File: src/ili_pkg.sv
`timescale 1ns / 1ps
`default_nettype none

package ili_pkg;

    localparam int LIST_DEPTH = 32;
    localparam int POS_W      = 6;
    localparam int DATA_W     = 32;
    localparam int STATUS_W   = 2;
    localparam int LEN_W      = $clog2(LIST_DEPTH + 1);
    localparam int IDX_W      = $clog2(LIST_DEPTH);
    localparam int CMP_W      = (LEN_W > POS_W) ? LEN_W : POS_W;

    localparam logic ACT_LOAD   = 1'b0;
    localparam logic ACT_INSERT = 1'b1;

    localparam logic [STATUS_W-1:0] STATUS_OK      = 2'd0;
    localparam logic [STATUS_W-1:0] STATUS_INVALID = 2'd1;
    localparam logic [STATUS_W-1:0] STATUS_FULL    = 2'd2;

    typedef enum logic [1:0] {
        CELL_HOLD,
        CELL_APPEND,
        CELL_INSERT,
        CELL_ROTATE
    } cell_mode_t;

    typedef struct packed {
        cell_mode_t               mode;
        logic [CMP_W-1:0]         pos;
        logic [CMP_W-1:0]         len;
        logic [CMP_W-1:0]         last_idx;
        logic signed [DATA_W-1:0] value;
    } cell_cmd_t;

endpackage

`default_nettype wire

File: src/ili_in_if.sv
`timescale 1ns / 1ps
`default_nettype none

interface ili_in_if;

    logic                                valid;
    logic                                ready;
    logic                                action;
    logic [ili_pkg::POS_W-1:0]           position;
    logic signed [ili_pkg::DATA_W-1:0]   item_value;

    modport source (output valid, output action, output position, output item_value,
                    input ready);
    modport sink   (input valid, input action, input position, input item_value,
                    output ready);

endinterface

`default_nettype wire

File: src/ili_out_if.sv
`timescale 1ns / 1ps
`default_nettype none

interface ili_out_if;

    logic                                valid;
    logic                                ready;
    logic signed [ili_pkg::DATA_W-1:0]   entry_value;
    logic [ili_pkg::STATUS_W-1:0]        status;
    logic                                last_entry;

    modport source (output valid, output entry_value, output status, output last_entry,
                    input ready);
    modport sink   (input valid, input entry_value, input status, input last_entry,
                    output ready);

endinterface

`default_nettype wire

File: src/ili_cell.sv
`timescale 1ns / 1ps
`default_nettype none

module ili_cell (
    input  wire logic                               clk,
    input  wire logic [ili_pkg::CMP_W-1:0]          idx,
    input  wire ili_pkg::cell_cmd_t                 cmd,
    input  wire logic signed [ili_pkg::DATA_W-1:0]  prev_value,
    input  wire logic signed [ili_pkg::DATA_W-1:0]  next_value,
    input  wire logic signed [ili_pkg::DATA_W-1:0]  head_value,
    output      logic signed [ili_pkg::DATA_W-1:0]  value
);

    logic signed [ili_pkg::DATA_W-1:0] value_reg;
    logic signed [ili_pkg::DATA_W-1:0] value_next;

    always_comb
    begin
        value_next = value_reg;
        case (cmd.mode)
            ili_pkg::CELL_APPEND:
            begin
                if (idx == cmd.len)
                begin
                    value_next = cmd.value;
                end
            end
            ili_pkg::CELL_INSERT:
            begin
                if (idx == cmd.pos)
                begin
                    value_next = cmd.value;
                end
                else if ((idx > cmd.pos) && (idx <= cmd.len))
                begin
                    value_next = prev_value;
                end
            end
            ili_pkg::CELL_ROTATE:
            begin
                if (idx == cmd.last_idx)
                begin
                    value_next = head_value;
                end
                else if (idx < cmd.last_idx)
                begin
                    value_next = next_value;
                end
            end
            default:
            begin
                value_next = value_reg;
            end
        endcase
    end

    always_ff @(posedge clk)
    begin
        value_reg <= value_next;
    end

    assign value = value_reg;

endmodule

`default_nettype wire

File: src/indexed_list_insert.sv
// Ordered list of up to 32 signed 32-bit values held in a row of cells, one
// entry per cell with the head in the first cell. A load transfer appends its
// value and produces no result; a load into a full list is dropped. An insert
// transfer moves the later entries back one cell and writes the new value in
// the same cycle, then the list is read out from the head by rotating the row
// one cell per cycle while the output register is free; an insert with a bad
// position or into a full list returns a single status result. A new input
// transfer is taken once the listing has been handed to the output register
// and the output register is free.
`timescale 1ns / 1ps
`default_nettype none

module indexed_list_insert (
    input  wire logic   clk,
    input  wire logic   rst_n,
    ili_in_if.sink      items,
    ili_out_if.source   results
);

    typedef enum logic [1:0] {
        ST_IDLE = 2'b01,
        ST_LIST = 2'b10
    } state_t;

    state_t                               state_reg;
    state_t                               state_next;
    logic [ili_pkg::LEN_W-1:0]            len_reg;
    logic [ili_pkg::LEN_W-1:0]            len_next;
    logic [ili_pkg::IDX_W-1:0]            cnt_reg;
    logic [ili_pkg::IDX_W-1:0]            cnt_next;
    logic                                 out_valid_reg;
    logic                                 out_valid_next;
    logic signed [ili_pkg::DATA_W-1:0]    out_value_reg;
    logic signed [ili_pkg::DATA_W-1:0]    out_value_next;
    logic [ili_pkg::STATUS_W-1:0]         out_status_reg;
    logic [ili_pkg::STATUS_W-1:0]         out_status_next;
    logic                                 out_last_reg;
    logic                                 out_last_next;

    ili_pkg::cell_cmd_t                   cmd;
    logic signed [ili_pkg::DATA_W-1:0]    cell_value [ili_pkg::LIST_DEPTH];
    logic                                 out_free;
    logic                                 in_fire;
    logic [ili_pkg::CMP_W-1:0]            len_ext;
    logic [ili_pkg::CMP_W-1:0]            pos_ext;
    logic [ili_pkg::CMP_W-1:0]            last_idx;
    logic                                 list_full;
    logic                                 final_entry;

    assign out_free    = !out_valid_reg || results.ready;
    assign items.ready = (state_reg == ST_IDLE) && out_free;
    assign in_fire     = items.valid && items.ready;
    assign len_ext     = ili_pkg::CMP_W'(len_reg);
    assign pos_ext     = ili_pkg::CMP_W'(items.position);
    assign last_idx    = ili_pkg::CMP_W'(len_reg - ili_pkg::LEN_W'(1));
    assign list_full   = (len_reg == ili_pkg::LEN_W'(ili_pkg::LIST_DEPTH));
    assign final_entry = (ili_pkg::CMP_W'(cnt_reg) == last_idx);

    always_comb
    begin
        state_next      = state_reg;
        len_next        = len_reg;
        cnt_next        = cnt_reg;
        out_valid_next  = out_valid_reg && !results.ready;
        out_value_next  = out_value_reg;
        out_status_next = out_status_reg;
        out_last_next   = out_last_reg;
        cmd.mode        = ili_pkg::CELL_HOLD;
        cmd.pos         = pos_ext;
        cmd.len         = len_ext;
        cmd.last_idx    = last_idx;
        cmd.value       = items.item_value;

        case (state_reg)
            ST_IDLE:
            begin
                if (in_fire)
                begin
                    if (items.action == ili_pkg::ACT_LOAD)
                    begin
                        if (!list_full)
                        begin
                            cmd.mode = ili_pkg::CELL_APPEND;
                            len_next = len_reg + ili_pkg::LEN_W'(1);
                        end
                    end
                    else if (pos_ext > len_ext)
                    begin
                        out_valid_next  = 1'b1;
                        out_value_next  = '0;
                        out_status_next = ili_pkg::STATUS_INVALID;
                        out_last_next   = 1'b1;
                    end
                    else if (list_full)
                    begin
                        out_valid_next  = 1'b1;
                        out_value_next  = '0;
                        out_status_next = ili_pkg::STATUS_FULL;
                        out_last_next   = 1'b1;
                    end
                    else
                    begin
                        cmd.mode   = ili_pkg::CELL_INSERT;
                        len_next   = len_reg + ili_pkg::LEN_W'(1);
                        cnt_next   = '0;
                        state_next = ST_LIST;
                    end
                end
            end
            ST_LIST:
            begin
                if (out_free)
                begin
                    cmd.mode        = ili_pkg::CELL_ROTATE;
                    out_valid_next  = 1'b1;
                    out_value_next  = cell_value[0];
                    out_status_next = ili_pkg::STATUS_OK;
                    out_last_next   = final_entry;
                    cnt_next        = cnt_reg + ili_pkg::IDX_W'(1);
                    if (final_entry)
                    begin
                        state_next = ST_IDLE;
                    end
                end
            end
            default:
            begin
                state_next = ST_IDLE;
            end
        endcase
    end

    for (genvar k = 0; k < ili_pkg::LIST_DEPTH; k++)
    begin : g_cell
        ili_cell u_cell (
            .clk        (clk),
            .idx        (ili_pkg::CMP_W'(k)),
            .cmd        (cmd),
            .prev_value ((k == 0) ? items.item_value : cell_value[(k + ili_pkg::LIST_DEPTH - 1)
                                                               % ili_pkg::LIST_DEPTH]),
            .next_value (cell_value[(k + 1) % ili_pkg::LIST_DEPTH]),
            .head_value (cell_value[0]),
            .value      (cell_value[k])
        );
    end

    always_ff @(posedge clk or negedge rst_n)
    begin
        if (!rst_n)
        begin
            state_reg     <= ST_IDLE;
            len_reg       <= '0;
            cnt_reg       <= '0;
            out_valid_reg <= 1'b0;
        end
        else
        begin
            state_reg     <= state_next;
            len_reg       <= len_next;
            cnt_reg       <= cnt_next;
            out_valid_reg <= out_valid_next;
        end
    end

    always_ff @(posedge clk)
    begin
        out_value_reg  <= out_value_next;
        out_status_reg <= out_status_next;
        out_last_reg   <= out_last_next;
    end

    assign results.valid       = out_valid_reg;
    assign results.entry_value = out_value_reg;
    assign results.status      = out_status_reg;
    assign results.last_entry  = out_last_reg;

endmodule

`default_nettype wire

File: src/flat_wrapper.sv
// flat-port wrapper written by rule: the top's interface ports become plain ports
module indexed_list_insert_flat 
  (clk, rst_n, items_valid, items_action, items_position, items_item_value, items_ready, results_valid, results_entry_value, results_status, results_last_entry, results_ready);
  ili_in_if items_i ();
  ili_out_if results_i ();
  input  wire logic clk;
  input  wire logic rst_n;
  input wire logic [$bits(items_i.valid)-1:0] items_valid;
  input wire logic [$bits(items_i.action)-1:0] items_action;
  input wire logic [$bits(items_i.position)-1:0] items_position;
  input wire logic [$bits(items_i.item_value)-1:0] items_item_value;
  output wire logic [$bits(items_i.ready)-1:0] items_ready;
  output wire logic [$bits(results_i.valid)-1:0] results_valid;
  output wire logic [$bits(results_i.entry_value)-1:0] results_entry_value;
  output wire logic [$bits(results_i.status)-1:0] results_status;
  output wire logic [$bits(results_i.last_entry)-1:0] results_last_entry;
  input wire logic [$bits(results_i.ready)-1:0] results_ready;
  assign items_i.valid = items_valid;
  assign items_i.action = items_action;
  assign items_i.position = items_position;
  assign items_i.item_value = items_item_value;
  assign items_ready = items_i.ready;
  assign results_valid = results_i.valid;
  assign results_entry_value = results_i.entry_value;
  assign results_status = results_i.status;
  assign results_last_entry = results_i.last_entry;
  assign results_i.ready = results_ready;
  indexed_list_insert u_core (.clk(clk), .rst_n(rst_n), .items(items_i), .results(results_i));
endmodule
File: config.mk
export PLATFORM = sky130hd
export DESIGN_NAME = indexed_list_insert_flat
export DESIGN_NICKNAME = d
export VERILOG_FILES = /design/src/ili_pkg.sv /design/src/ili_in_if.sv /design/src/ili_out_if.sv /design/src/ili_cell.sv /design/src/indexed_list_insert.sv /design/src/flat_wrapper.sv
export SDC_FILE = /design/constraint.sdc
export NUM_CORES = 2
export LEC_CHECK = 0
export BUFFER_PORTS_ARGS = -buffer_cell sky130_fd_sc_hd__buf_2
export CAP_MARGIN = 15
export CORE_MARGIN = 5
export CORE_UTILIZATION = 30
export CTS_CLUSTER_SIZE = 14
export DETAILED_ROUTE_END_ITERATION = 6
export GPL_TIMING_DRIVEN = 0
export HOLD_SLACK_MARGIN = 0.08
export PLACE_DENSITY = 0.44
export SYNTH_ARGS = -nofsm -noshare
export SYNTH_HDL_FRONTEND = slang
export SYNTH_SLANG_ARGS = --single-unit
File: constraint.sdc
create_clock -name clk -period 10.92 [get_ports clk]
set_input_delay 0.546 -clock clk [delete_from_list [all_inputs] [get_ports clk]]
set_output_delay 0.546 -clock clk [all_outputs]
set_load 0.01 [all_outputs]
==> run metrics <==
#FFs+latches synth 1073; Std-Cell Rows 167; clk_lat worst skew 830 ps; DR vias/cell 6.398; post-synthesis async set-or-reset flop share 1.305%; GPL Wtd Cong 1.003; R2R depth 16; post-DP HPWL 304.0 mm; largest net degree at the start of global routing 33; Final #Nets 6200; number of max-cap violations 0; vias in the first global route 53580; die area 216800 sq um; Cell variety after synth 99; cell mode on critical path buf_2; critical path arrival 7310 ps; classification of the worst setup path reg2reg; r2r startpoint u_core.state_reg[0]$_DFFE_PN1P_; cell family with most CP delay buffers and inverters; final hold vios 0; Ports 80; Worst R2R End u_core.g_cell[12].u_cell.value[17]$_DFFE_PP_; chip width 465.6 um; failing checks DRC; layout cells sized above 1 12.17%; CTS resizes 0; register area share after synthesis 51.62%; Layout Skew 28.62 ps; post-DR wirelength/cell 42.03 um; crit end category flip-flop; HP Class in2async; CTS tree built; syn nets 5829; Yosys warnings 0; period utilization 61.64%; Placeable Area 206900 sq um; total vias in the final route 57420; DRC viols 4; drt pass-1 iters 7; WP buf/inv 10; Post-synth EDFFs 1059; Mapped Area 62280 sq um; Port Buffer Count 45; Worst-path clk slew 60 ps; WHS 174.4 ps; first-pass GRT wire length 490.3 mm; design area 72840 sq um; Routed WL 377.2 mm; total grt overflow 0; antenna violations before repair 13; Leak 26.99 nW; DRT antenna net count 0; P&R area growth vs syn 16.96%; Critical Path Start u_core.state_reg[0]$_DFFE_PN1P_; unrepaired setup endpoints after global routing no; H-tree Lvls 4; TritonCTS buffer count 141; Slowest cell on crit path clkbuf_1; CP cell instances inv_1, ha_1, nand2b_1, nor2_1, clkbuf_1, clkbuf_1, nand2_1, a211oi_1, a222oi_1, buf_2, buf_2, buf_2, buf_2, buf_2, buf_2, buf_2; crit path launch type flip-flop; die height 465.6 um; CTS Buffer Depth 3; CP required 11500 ps; Avg Inst Size Synth 10.79 sq um; worst relative slew slack 4.204%; power density cells 270.4 nW/um^2; Synth Instances 5772; fillers 20920; max reg flops 1024; slew of the pin with the lowest slew margin 1437 ps; clk root buf clkbuf_16; ys flop type edfxtp_1; Place WS 4345 ps; min Tclk post-route 6731 ps; # setup viols final 0; crit path max fanout 10; total track usage 33.28%; CTS sink cnt 1073; Slew Viols, Final 0; status finished, violations left; Cell Area, Placed 68290 sq um; min setup slack post-route 4189 ps; Worst IR Drop VDD 0.1674 mV; Starting Density 30.11%; drt initial violations 9103; r2r setup slk 4190 ps; slowest stage delay, CP 970 ps; Fmax 0.1486 GHz
## final cells by class
cell class / instances / area [sq um] / share of cell area, %
Clock buffer: 184 / 3839 / 5.270
Inverter: 51 / 191.4 / 0.2628
Clock inverter: 63 / 498.0 / 0.6836
Antenna cell: 23 / 57.56 / 0.07901
Tap cell: 2704 / 3383 / 4.644
Buffer: 722 / 3115 / 4.277
Sequential cell: 1073 / 32150 / 44.14
Timing Repair Buffer: 228 / 2387 / 3.277
Multi-Input combinational cell: 3926 / 27220 / 37.37
## metrics by stage
| stage | total power, mW | utilization [%] | setup TNS [ps] | cells |
|---|---|---|---|---|
| floorplan | 10.74 | - | 0 | 5772 |
| global placement | 14.49 | 31.85 | -354010 | 8521 |
| detailed placement | 14.82 | 33.01 | 0 | 8692 |
| CTS | 19.35 | 35.11 | 0 | 8940 |
| global route | 20.06 | 35.19 | 0 | 8953 |
| finish | 19.70 | 35.21 | 0 | 8974 |
## cell usage after synthesis (27+ instances only)
master	count	area share, %
buf_2	195	1.6
inv_1	50	0.30
edfxtp_1	1059	51
nor2_1	229	1.4
a221o_1	716	12
clkbuf_1	429	2.6
a21oi_1	343	2.8
o22ai_1	29	0.29
o221ai_1	97	1.4
o21ai_1	71	0.57
nand2_1	869	5.2
o21ai_0	260	2.1
a32oi_1	33	0.46
and2_1	70	0.70
a22oi_1	125	1.5
buf_4	28	0.34
mux2i_1	582	9.4
a31oi_1	27	0.27
nand3_1	157	1.3
o2bb2ai_1	28	0.39
buf_1	64	0.39
## logic make-up after synthesis
group	after synthesis	synth area share (%)
buf+inv	773	5.281
fa+ha+maj	14	0.2813
xor+xnor	15	0.2109
simple gates	1453	10.06
compound gates	1858	23.12
mux	586	9.426
flops	1073	51.62
## report_power, final
part | switching, mW | leakage [nW] | internal (mW)
Clock | 2.00 | 2.11 | 2.57
Combinational | 5.92 | 15.0 | 2.36
Sequential | 0.763 | 9.83 | 6.08
## worst max path at each step
stage                                                               to  slack (ps)  cells after the start
after global routing      u_core.g_cell[12].u_cell.value[17]$_DFFE_PP_        4160                     16
after detailed placement  u_core.g_cell[12].u_cell.value[19]$_DFFE_PP_        4340                     16
after global placement     u_core.g_cell[3].u_cell.value[18]$_DFFE_PP_       -3390                     10
after floorplan             u_core.g_cell[3].u_cell.value[0]$_DFFE_PP_        2800                     10
final                     u_core.g_cell[12].u_cell.value[17]$_DFFE_PP_        4190                     16
after CTS                 u_core.g_cell[12].u_cell.value[19]$_DFFE_PP_        4310                     16
## placed cells by master, fill, tap and decap left out, types with 13 or more instances in the layout
master,instances
edfxtp_1,1059
nand2_1,869
a221o_1,716
mux2i_1,581
clkbuf_1,455
a21oi_1,342
o21ai_0,260
buf_2,259
nor2_1,229
nand3_1,157
clkbuf_16,148
a22oi_1,124
o221ai_1,97
buf_4,84
buf_8,81
o21ai_1,71
and2_1,70
buf_1,60
inv_1,50
clkinv_1,34
a32oi_1,33
o22ai_1,29
o2bb2ai_1,28
buf_6,27
a31oi_1,27
diode_2,23
nor3_1,18
clkinv_2,16
a21oi_2,15
nor2b_1,14
ha_1,14
nand2b_1,13
xnor2_1,13
dfrtp_1,13
## per-layer routing
layer | vias to the layer above | track usage, % | part of all wire [%]
met5 | - | 0 | 0.015
met4 | 8 | 13.75 | 4.6
met3 | 664 | 9.128 | 11
met2 | 4082 | 48.57 | 42
met1 | 29240 | 46.44 | 43
li1 | 23430 | - | -
## repair_timing
action                    CTS  global route
setup buffers               0             0
hold endpoints to repair   14             0
hold buffers                1             0
No activity file was read; power rests on OpenSTA's default activity.
